### src/hw/rtl/mst_pkg.sv
`default_nettype none
// ----------------------------------------------------------------------------
// mst_pkg
// Types and codes shared by the software timer table and its slot cells.
// ----------------------------------------------------------------------------
package mst_pkg;

	localparam logic [2:0] MODE_CREATE = 3'd0;
	localparam logic [2:0] MODE_START  = 3'd1;
	localparam logic [2:0] MODE_STOP   = 3'd2;
	localparam logic [2:0] MODE_DELETE = 3'd3;
	localparam logic [2:0] MODE_TICK   = 3'd4;
	localparam logic [2:0] MODE_POLL   = 3'd5;

	localparam logic [1:0] KIND_ACK  = 2'd0;
	localparam logic [1:0] KIND_FIRE = 2'd1;
	localparam logic [1:0] KIND_DONE = 2'd2;

	typedef struct packed {
		logic [2:0]  mode;
		logic [2:0]  slot_id;
		logic [31:0] interval;
		logic        repeat_flag;
	} req_t;

	typedef struct packed {
		logic [1:0]  kind;
		logic        ok;
		logic [2:0]  result_slot;
		logic [31:0] now_ms;
		logic        last;
	} rsp_t;

	// command token walking down the row of slot cells
	typedef struct packed {
		logic        vld;
		logic [2:0]  mode;
		logic [2:0]  slot_id;
		logic [31:0] interval;
		logic        repeat_flag;
		logic        ok;
		logic [2:0]  slot;
	} tok_t;

endpackage
`default_nettype wire

### src/hw/rtl/mst_cell.sv
`default_nettype none
// ----------------------------------------------------------------------------
// mst_cell
// One timer slot. Applies the command token passing through it and hands the
// token on to the next cell.
// ----------------------------------------------------------------------------
module mst_cell
	import mst_pkg::*;
#(
	parameter int IDX = 0
) (
	input  wire logic        clk,
	input  wire logic        arst_n,
	input  wire logic        adv,
	input  wire logic [31:0] now,
	input  wire tok_t        tok_in,
	output tok_t             tok_out,
	output logic             fire
);

	localparam bit         ADDRESSABLE = (IDX < 8);
	localparam logic [2:0] IDX3        = 3'(IDX);

	logic        used_q;
	logic        running_q;
	logic        periodic_q;
	logic [31:0] period_q;
	logic [31:0] base_q;
	tok_t        tok_q;

	logic        hit;
	logic        expired;
	logic        do_create;
	logic        do_start;
	logic        do_stop;
	logic        do_delete;
	logic [31:0] elapsed;
	tok_t        tok_nxt;

	assign hit       = ADDRESSABLE && (tok_in.slot_id == IDX3) && used_q;
	assign elapsed   = now - base_q;
	assign expired   = elapsed >= period_q;

	assign do_create = tok_in.vld && (tok_in.mode == MODE_CREATE) && !tok_in.ok
		&& (tok_in.interval != 32'd0) && !used_q;
	assign do_start  = tok_in.vld && (tok_in.mode == MODE_START) && hit;
	assign do_stop   = tok_in.vld && (tok_in.mode == MODE_STOP) && hit;
	assign do_delete = tok_in.vld && (tok_in.mode == MODE_DELETE) && hit;
	assign fire      = tok_in.vld && (tok_in.mode == MODE_POLL) && used_q
		&& running_q && expired;

	always_comb begin
		tok_nxt = tok_in;
		if (do_create) begin
			tok_nxt.ok   = 1'b1;
			tok_nxt.slot = IDX3;
		end
		if (do_start || do_stop || do_delete) begin
			tok_nxt.ok = 1'b1;
		end
	end

	always_ff @(posedge clk or negedge arst_n) begin
		if (!arst_n) begin
			used_q     <= 1'b0;
			running_q  <= 1'b0;
			periodic_q <= 1'b0;
			period_q   <= '0;
			base_q     <= '0;
			tok_q      <= '0;
		end else if (adv) begin
			tok_q <= tok_nxt;
			if (do_create) begin
				used_q     <= 1'b1;
				running_q  <= 1'b0;
				periodic_q <= tok_in.repeat_flag;
				period_q   <= tok_in.interval;
				base_q     <= '0;
			end
			if (do_start) begin
				base_q    <= now;
				running_q <= 1'b1;
			end
			if (do_stop) begin
				running_q <= 1'b0;
			end
			if (do_delete) begin
				running_q <= 1'b0;
				used_q    <= 1'b0;
			end
			if (fire) begin
				if (periodic_q) begin
					base_q <= base_q + period_q;
				end else begin
					running_q <= 1'b0;
				end
			end
		end
	end

	assign tok_out = tok_q;

endmodule
`default_nettype wire

### src/hw/rtl/multi_slot_software_timer.sv
`default_nettype none
// Tick and unused mode codes: one result, valid in the cycle after transfer; one per cycle
// while the consumer takes each result. Create, start, stop, delete and poll: a token walks
// the row of slot cells, one cell per cycle unless stalled; the next request can transfer
// only once the final result has been loaded and the consumer can take it.
// A fire or final result waiting on a stalled consumer holds the token where it is.
// One command in flight at a time; reset clears the counter and all slots.
// ----------------------------------------------------------------------------
// multi_slot_software_timer
// Millisecond-driven timer table built as a row of slot cells.
// ----------------------------------------------------------------------------
module multi_slot_software_timer
	import mst_pkg::*;
#(
	parameter int NUM_SLOTS = 8
) (
	input  wire logic clk,
	input  wire logic arst_n,
	input  wire logic req_valid,
	output logic      req_ready,
	input  wire req_t req,
	output logic      rsp_valid,
	input  wire logic rsp_ready,
	output rsp_t      rsp
);

	localparam int PW = $clog2(NUM_SLOTS + 1);

	logic [31:0]        millis_q;
	logic               busy_q;
	logic [PW-1:0]      pos_q;
	tok_t               head_q;
	logic               rsp_vld_q;
	rsp_t               rsp_q;

	tok_t               chain [NUM_SLOTS+1];
	logic [NUM_SLOTS-1:0] fire_vec;

	logic  fire_any;
	logic  tail_vld;
	logic  can_load;
	logic  adv;
	logic  take;
	logic  chained;

	assign chain[0] = head_q;

	for (genvar i = 0; i < NUM_SLOTS; i++) begin : g_cell
		mst_cell #(.IDX(i)) u_cell (
			.clk     (clk),
			.arst_n  (arst_n),
			.adv     (adv),
			.now     (millis_q),
			.tok_in  (chain[i]),
			.tok_out (chain[i+1]),
			.fire    (fire_vec[i])
		);
	end

	assign fire_any  = |fire_vec;
	assign tail_vld  = chain[NUM_SLOTS].vld;
	assign can_load  = !rsp_vld_q || rsp_ready;
	assign adv       = !(fire_any || tail_vld) || can_load;
	assign req_ready = !busy_q && can_load;
	assign take      = req_valid && req_ready;
	assign chained   = (req.mode == MODE_CREATE) || (req.mode == MODE_START)
		|| (req.mode == MODE_STOP) || (req.mode == MODE_DELETE)
		|| (req.mode == MODE_POLL);

	always_ff @(posedge clk or negedge arst_n) begin
		if (!arst_n) begin
			millis_q  <= '0;
			busy_q    <= 1'b0;
			pos_q     <= '0;
			head_q    <= '0;
			rsp_vld_q <= 1'b0;
		end else begin
			if (rsp_vld_q && rsp_ready) begin
				rsp_vld_q <= 1'b0;
			end
			if (take) begin
				pos_q <= '0;
				if (chained) begin
					busy_q             <= 1'b1;
					head_q.vld         <= 1'b1;
					head_q.mode        <= req.mode;
					head_q.slot_id     <= req.slot_id;
					head_q.interval    <= req.interval;
					head_q.repeat_flag <= req.repeat_flag;
					head_q.ok          <= 1'b0;
					head_q.slot        <= '0;
				end else begin
					rsp_vld_q <= 1'b1;
					if (req.mode == MODE_TICK) begin
						millis_q <= millis_q + 32'd1;
					end
				end
			end else if (adv) begin
				head_q.vld <= 1'b0;
				if (busy_q && !tail_vld) begin
					pos_q <= pos_q + PW'(1);
				end
			end
			if (busy_q && can_load && (fire_any || tail_vld)) begin
				rsp_vld_q <= 1'b1;
				if (tail_vld) begin
					busy_q <= 1'b0;
				end
			end
		end
	end

	// response payload
	always_ff @(posedge clk) begin
		if (take && !chained) begin
			rsp_q.kind        <= KIND_ACK;
			rsp_q.ok          <= (req.mode == MODE_TICK);
			rsp_q.result_slot <= '0;
			rsp_q.now_ms      <= (req.mode == MODE_TICK) ? millis_q + 32'd1 : millis_q;
			rsp_q.last        <= 1'b1;
		end else if (busy_q && can_load && fire_any) begin
			rsp_q.kind        <= KIND_FIRE;
			rsp_q.ok          <= 1'b1;
			rsp_q.result_slot <= 3'(pos_q);
			rsp_q.now_ms      <= millis_q;
			rsp_q.last        <= 1'b0;
		end else if (busy_q && can_load && tail_vld) begin
			rsp_q.now_ms <= millis_q;
			rsp_q.last   <= 1'b1;
			if (chain[NUM_SLOTS].mode == MODE_POLL) begin
				rsp_q.kind        <= KIND_DONE;
				rsp_q.ok          <= 1'b1;
				rsp_q.result_slot <= '0;
			end else begin
				rsp_q.kind        <= KIND_ACK;
				rsp_q.ok          <= chain[NUM_SLOTS].ok;
				rsp_q.result_slot <= chain[NUM_SLOTS].slot;
			end
		end
	end

	assign rsp_valid = rsp_vld_q;
	assign rsp       = rsp_q;

endmodule
`default_nettype wire
### config.mk
export PLATFORM = sky130hd
export DESIGN_NAME = multi_slot_software_timer
export DESIGN_NICKNAME = d
export VERILOG_FILES = /design/src/hw/rtl/mst_pkg.sv /design/src/hw/rtl/mst_cell.sv /design/src/hw/rtl/multi_slot_software_timer.sv
export SDC_FILE = /design/constraint.sdc
export NUM_CORES = 2
export LEC_CHECK = 0
export ABC_AREA = 1
export BUFFER_PORTS_ARGS = -buffer_cell sky130_fd_sc_hd__buf_2
export CORE_MARGIN = 4
export CORE_UTILIZATION = 50
export CTS_BUF_LIST = sky130_fd_sc_hd__clkbuf_4
export DETAILED_ROUTE_END_ITERATION = 8
export MAX_ROUTING_LAYER = met4
export PLACE_DENSITY = 0.62
export SLEW_MARGIN = 5
export SYNTH_ARGS = -nofsm -noshare
export SYNTH_HDL_FRONTEND = slang
export SYNTH_SLANG_ARGS = --single-unit
### constraint.sdc
create_clock -name clk -period 11.7 [get_ports clk]
set_input_delay 2.34 -clock clk [delete_from_list [all_inputs] [get_ports clk]]
set_output_delay 2.34 -clock clk [all_outputs]
set_load 0.05 [all_outputs]
Word level (Yosys, flattened, before mapping)
Index checks and enable logic that the tools add are counted. W data, S select, Z words.

Add/sub/neg operators: 18. Multipliers: 0. Div/mod/pow operators: 0. Magnitude comparators: 8. Equality and inequality tests: 46. Shift operators: 0. Mux-type cells: 131. Bitwise logic cells: 1. Reductions and logical operators: 223.

Operators with widths (count): $mux W32 (33); $add A32 B32 Y32 (8); $ge A32 B32 Y1 (8); $reduce_bool A32 Y1 (8); $sub A32 B32 Y32 (8); $logic_and A1 B1 Y1 (128); $mux W1 (82); $mux W38 (2); $eq A3 B2 Y1 const B (20); $eq A3 B3 Y1 const B (15); $mux W4 (11); $mux W44 (1); $reduce_and A2 Y1 (20); $mux W37 (1); $add A32 B1 Y32 const B (1); $eq A3 B1 Y1 const B (10); $logic_not A3 Y1 (10); $logic_or A1 B1 Y1 (23); $reduce_bool A2 Y1 (11); $logic_not A1 Y1 (20); $reduce_or A8 Y1 (1); $mux W6 (1); $add A4 B1 Y4 const B (1); $reduce_bool A3 Y1 (1); other kinds (3) (3).

Flip-flop bits (word level): 969. Latch bits: 0. RAM bits: 0. ROM bits: 0. Input bits: 43. Output and inout bits: 41. Logic and storage cells: 535. Memories: 0.

Longest topological paths before layout
Depth after elaboration: 11. Mapped depth: 35. Mapped depth without buffers: 32.

Cells and area by module
Synthesis repeated with hierarchy kept, for this count alone.

Cells, all modules: 12693. Area total of the unflattened synthesis: 84364.7 um^2.

By module, submodules not included: mst_cell at g_cell[5].u_cell (instances 1, cells each 1533, area each 9983.3 um^2, sequential area each 2777.7 um^2); mst_cell at g_cell[0].u_cell (instances 1, cells each 1514, area each 9963.3 um^2, sequential area each 2777.7 um^2); mst_cell at g_cell[2].u_cell (instances 1, cells each 1516, area each 9949.5 um^2, sequential area each 2777.7 um^2); mst_cell at g_cell[1].u_cell (instances 1, cells each 1523, area each 9948.3 um^2, sequential area each 2777.7 um^2); mst_cell at g_cell[6].u_cell (instances 1, cells each 1533, area each 9905.8 um^2, sequential area each 2777.7 um^2); mst_cell at g_cell[4].u_cell (instances 1, cells each 1513, area each 9882.0 um^2, sequential area each 2777.7 um^2); mst_cell at g_cell[3].u_cell (instances 1, cells each 1519, area each 9874.5 um^2, sequential area each 2777.7 um^2); mst_cell at g_cell[7].u_cell (instances 1, cells each 1506, area each 9870.7 um^2, sequential area each 2777.7 um^2); multi_slot_software_timer (instances 1, cells each 536, area each 4987.3 um^2, sequential area each 3037.9 um^2).

Least setup slack after synthesis
No wires, ideal clock.

Path type: input port to output port. Start point: in rsp_ready. End point: out req_ready. Arrival time: 2.906 ns. Required time: 9.360 ns. Path slack: 6.454 ns. Cell stages on the path: 2. Buffers on the path: 0. Path through: nor2_1 > nor2_2.

Cells in the longest elaborated chain, start to end: 2.

Ends and longest elaborated chain: from (decl) (line multi_slot_software_timer.sv:23) `input wire logic rsp_ready,`; $logic_or A1 B1 Y1 (line multi_slot_software_timer.sv:62) `assign can_load = !rsp_vld_q || rsp_ready;`; $logic_and A1 B1 Y1 (line multi_slot_software_timer.sv:64) `assign req_ready = !busy_q && can_load;`; to (decl) (line multi_slot_software_timer.sv:20) `output logic req_ready,`.

Every way passes these cells.

Worst setup path in the final report
Start point: reg millis_q[20]. End point: reg g_cell[6].u_cell.tok_q (netlist bit g_cell[6].u_cell.tok_out[16]).

Cells in the longest elaborated chain, start to end: 7. Elaborated cells between the ends (all ways): 28. Those cells by class: 8 x add/sub; 8 x order compare; 12 x reduce/logical.

Ends and longest elaborated chain: from (decl) (line multi_slot_software_timer.sv:29) `logic [31:0] millis_q;`; from (signal assigned) (line multi_slot_software_timer.sv:95) `millis_q <= millis_q + 32'd1;`; $sub A32 B32 Y32 (line mst_cell.sv:41) `assign elapsed = now - base_q;`; $ge A32 B32 Y1 (line mst_cell.sv:42) `assign expired = elapsed >= period_q;`; $logic_and A1 B1 Y1 (line mst_cell.sv:50) `&& running_q && expired;`; $reduce_or A8 Y1 (*) (line multi_slot_software_timer.sv:60) `assign fire_any = |fire_vec;`; $logic_or A1 B1 Y1 (*) (line multi_slot_software_timer.sv:63) `assign adv = !(fire_any || tail_vld) || can_load;`; $logic_not A1 Y1 (*) (line multi_slot_software_timer.sv:63); $logic_or A1 B1 Y1 (*) (line multi_slot_software_timer.sv:63); to (signal assigned) (line mst_cell.sv:72) `tok_q <= tok_nxt;`; to (decl) (line mst_cell.sv:29) `tok_t tok_q;`.

Mark *: on every way between the ends. The rest lies on a longest branch, timed or not. A chain may end at the register's enable or synchronous reset.

==> run_results.csv <==
group,metric,value,unit
finish,multi_input_area,0.04844,mm²
timing,fin_crit,8.267,ns
grt,first_global_vias,76480,
timing,max_freq,0.1210,GHz
timing,finClkSkew,0.1545,ns
timing,slew_viol_final,12,
timing,period_share,0.7066,
critical_path,reg2reg_slack,3.43,ns
timing,final-hold-violation-count,0,
grt,grt_use_total,0.4049,
clock_tree,clockRootBuffer,"clkbuf_4",
synthesis,syn_area,0.08014,mm²
detailed_routing,antenna_left,0,
timing,setup_slack,3.433,ns
place,pre_cts_slack,3.780,ns
clock_tree,postCtsHoldBufs,0,
synthesis,synth-async-reset-ratio,0.9594,
critical_path,crit_family,"simple AND/OR/NAND/NOR gates",
grt,grt_max_degree,201,
power_and_ir_drop,pwr-share-comb,0.568,
timing,whs,0.4750,ns
critical_path,cp_slowest_cell,"nand2_8",
critical_path,cpMostUsedCell,"nand2_1",
power_and_ir_drop,intPower,11.04,mW
floorplan,die_w,408.3,µm
finish,fill_cells,15960,
detailed_routing,drc_errors,0,
power_and_ir_drop,seq_power_share,0.287,
place,place.gp.congestion,1.027,
synthesis,yosysWarningCount,0,
detailed_routing,avgRoutedWirePerCell,24.84,µm
floorplan,core_area,0.1589,mm²
critical_path,critical-path-max-stage-delay,0.78,ns
grt,antenna_found_initial,36,
timing,tightest_slew,1.507,ns
power_and_ir_drop,p_leak,40.83,nW
floorplan,die-area,0.1667,mm²
finish,fin_cells,13610,
synthesis,synthFlopType,"dfrtp_1",
detailed_routing,num_vias,81470,
clock_tree,clock_latency,1.36,ns
clock_tree,cts.path.max_buffers,4,
power_and_ir_drop,peakVddDrop,0.1431,mV
flow_run,max-cap-violations,1,
outcome,status,"finished with violations",
grt,grt_remaining_overflow,0,
power_and_ir_drop,p_sw,11.86,mW
clock_tree,cts_resized,0,
clock_tree,cts_tree,"yes",
critical_path,cp_data_arrival_time,9.40,ns
clock_tree,postCtsSetupBuffers,0,
synthesis,yosysSeqAreaShare,0.3018,
timing,setup_tns,0,ns
detailed_routing,avgViaCountPerCell,5.984,
power_and_ir_drop,pwr-share-clk,0.144,
synthesis,synth_edf_count,33,
power_and_ir_drop,power_density,267.2,mW/mm²
clock_tree,cts_sinks,961,
synthesis,synthesis.area_per_instance,7.179,µm²
floorplan,fp-row-count,146,
clock_tree,h-tree-depth,5,
power_and_ir_drop,p_total,22.90,mW
synthesis,syn-num-nets,11980,
detailed_routing,routed_wl,338200,µm
critical_path,start_kind,"flop",
clock_tree,cts_buffers,296,
detailed_routing,first_pass_iters,9,
place,dp_hpwl,252800,µm
floorplan,io_pins,84,
synthesis,netlist_instances,11160,
synthesis,ys_types,58,
critical_path,endpoint_kind,"flop",
finish,final_util,0.5393,
worst_hold_path,min_path_type,"reg2reg",
synthesis,synth-seq-cells,961,
finish,nets,12120,
outcome,violations,"capacitance limit, slew limit",
critical_path,critical_path_class,"reg2reg",
finish,seq_area,0.02418,mm²
grt,grt_first_pass_wirelength,493600,µm
place,placedCellCount,13080,
critical_path,critPathMaxFanout,200,
timing,slew_headroom,-0.004557,
critical_path,cp.required,12.83,ns
power_and_ir_drop,switching_share,0.5179,
timing,setup-violations-final,0,
finish,fin_area,0.08571,mm²
place,portBuffers,83,
finish,syn_to_final_growth,6.956,%
timing,grt_setup_unrepaired,"no",
floorplan,initial_utilization,0.5042,
place,place_area,0.08214,mm²
floorplan,die_h,408.3,µm
detailed_routing,drtIter0Drc,10340,
clock_tree,cts.clk_slew.worst_paths,0.06,ns
finish,layout-drive-gt1-share,0.08927,
critical_path,worst-path-buf-inv,3,
[cell usage in the layout (no fill, tap or decap), drive strengths merged, types with 59 or more instances in the layout]
cell type	n
a21oi	740
nand4	457
ha	754
o22ai	94
xor2	296
buf	207
a21o	66
nor2	783
a31oi	71
clkbuf	423
o211ai	60
nand3	586
dfrtp	922
inv	1440
clkinv	71
xnor2	145
o21ai	999
nand2	2839
nor3	117
o21bai	59
[cell type report]
class	count	share of cell area
timing repair buffer	207	0.01728
clock inverter	61	0.003168
clock buffer	423	0.03705
inverter	1451	0.06354
antenna	49	0.001431
sequential	961	0.2822
tap	2072	0.03025
multi-input combinational	8390	0.5651
[path summary, 6_finish.rpt]
path                                               from                           end  depth (start not counted)
min in group asynchronous                        arst_n   g_cell[5].u_cell.base_q[13]                          1
max in group asynchronous                        arst_n   g_cell[3].u_cell.base_q[10]                          3
setup reg to reg                           millis_q[20]  g_cell[6].u_cell.tok_out[16]                         26
hold reg to reg            g_cell[5].u_cell.tok_out[38]  g_cell[5].u_cell.tok_out[38]                          2
setup / recovery                           millis_q[20]  g_cell[6].u_cell.tok_out[16]                         26
hold / removal             g_cell[5].u_cell.tok_out[38]  g_cell[5].u_cell.tok_out[38]                          2
[routing by layer]
metal,wire length [µm],share of wire,GRT usage
met2,144400,0.43,0.5868
met1,134000,0.40,0.5074
met5,0,0,-
met4,28630,0.085,0.2935
met3,31180,0.092,0.07293
[cell families after synthesis]
group | Yosys count | share of synthesized area
xor+xnor | 441 | 0.04820
fa+ha+maj | 770 | 0.1217
simple gates | 4889 | 0.2594
mux | 50 | 0.006245
compound gates | 2240 | 0.1678
flops | 961 | 0.3018
buf+inv | 1811 | 0.09487
[power by group through the flow]
stage	logic (mW)	clock network [mW]	registers, mW
after detailed placement	12.7	0	6.55
after CTS	12.8	3.35	6.51
after global placement	12.5	0	6.53
final	13.0	3.31	6.58
after global routing	14.6	3.55	6.64
after floorplan	9.37	0	5.65
[worst reg2reg max path, stage by stage (launching register included)]
cell and delay, ns:
dfrtp_1 0.76, buf_4 0.57, ha_1 0.35, nand2_1 0.16
nor4_1 0.73, nand3_1 0.31, nand3_1 0.27, nand2_1 0.08
o211ai_1 0.17, a21oi_1 0.13, xor2_1 0.17, ha_1 0.30
nand2_1 0.06, nor2_1 0.12, nand4_1 0.14, nor4_1 0.19
nand2_1 0.08, nand2_1 0.25, nand2_1 0.14, nand2_1 0.14
nor2_2 0.07, nand2_4 0.11, nand2_8 0.33, nand2_8 0.80
buf_4 0.59, buf_12 0.60, o21ai_0 0.48
[cell usage after synthesis (all sizes together) (6+ instances only)]
library cell / instances / area, µm²
nand2: 2839 / 10680
inv: 1428 / 5360
o21ai: 999 / 6126
dfrtp: 922 / 23070
nor2: 783 / 2962
ha: 754 / 9434
a21oi: 740 / 3704
nand3: 586 / 2973
nand4: 457 / 2859
xor2: 296 / 2592
clkbuf: 184 / 690.7
buf: 176 / 1465
xnor2: 145 / 1270
nor3: 117 / 600.6
o22ai: 94 / 588.1
a31oi: 71 / 444.2
a21o: 66 / 495.5
o211ai: 60 / 450.4
o21bai: 59 / 442.9
nor4: 54 / 337.8
mux2i: 50 / 500.5
o21a: 45 / 337.8
a21boi: 40 / 300.3
edfxtp: 33 / 991.0
o221ai: 24 / 210.2
clkinv: 23 / 86.33
nand3b: 20 / 150.1
fa: 16 / 320.3
or2: 14 / 87.58
o31ai: 12 / 90.09
a31o: 9 / 78.83
a22oi: 8 / 60.06
nor3b: 7 / 57.55
and2: 6 / 37.54
dfxtp: 6 / 120.1
[registers in the layout (all words and copies together) (netlist names)]
signal and flops:
rsp_valid 1, millis_q 32, g_cell.u_cell.used_q 8, g_cell.u_cell.tok_out 309
g_cell.u_cell.periodic_q 8, g_cell.u_cell.base_q 256, chain 40, g_cell.u_cell.running_q 8
busy_q 1, g_cell.u_cell.period_q 256, rsp 39, pos_q 3
No activity file was read; power rests on OpenSTA's default activity.
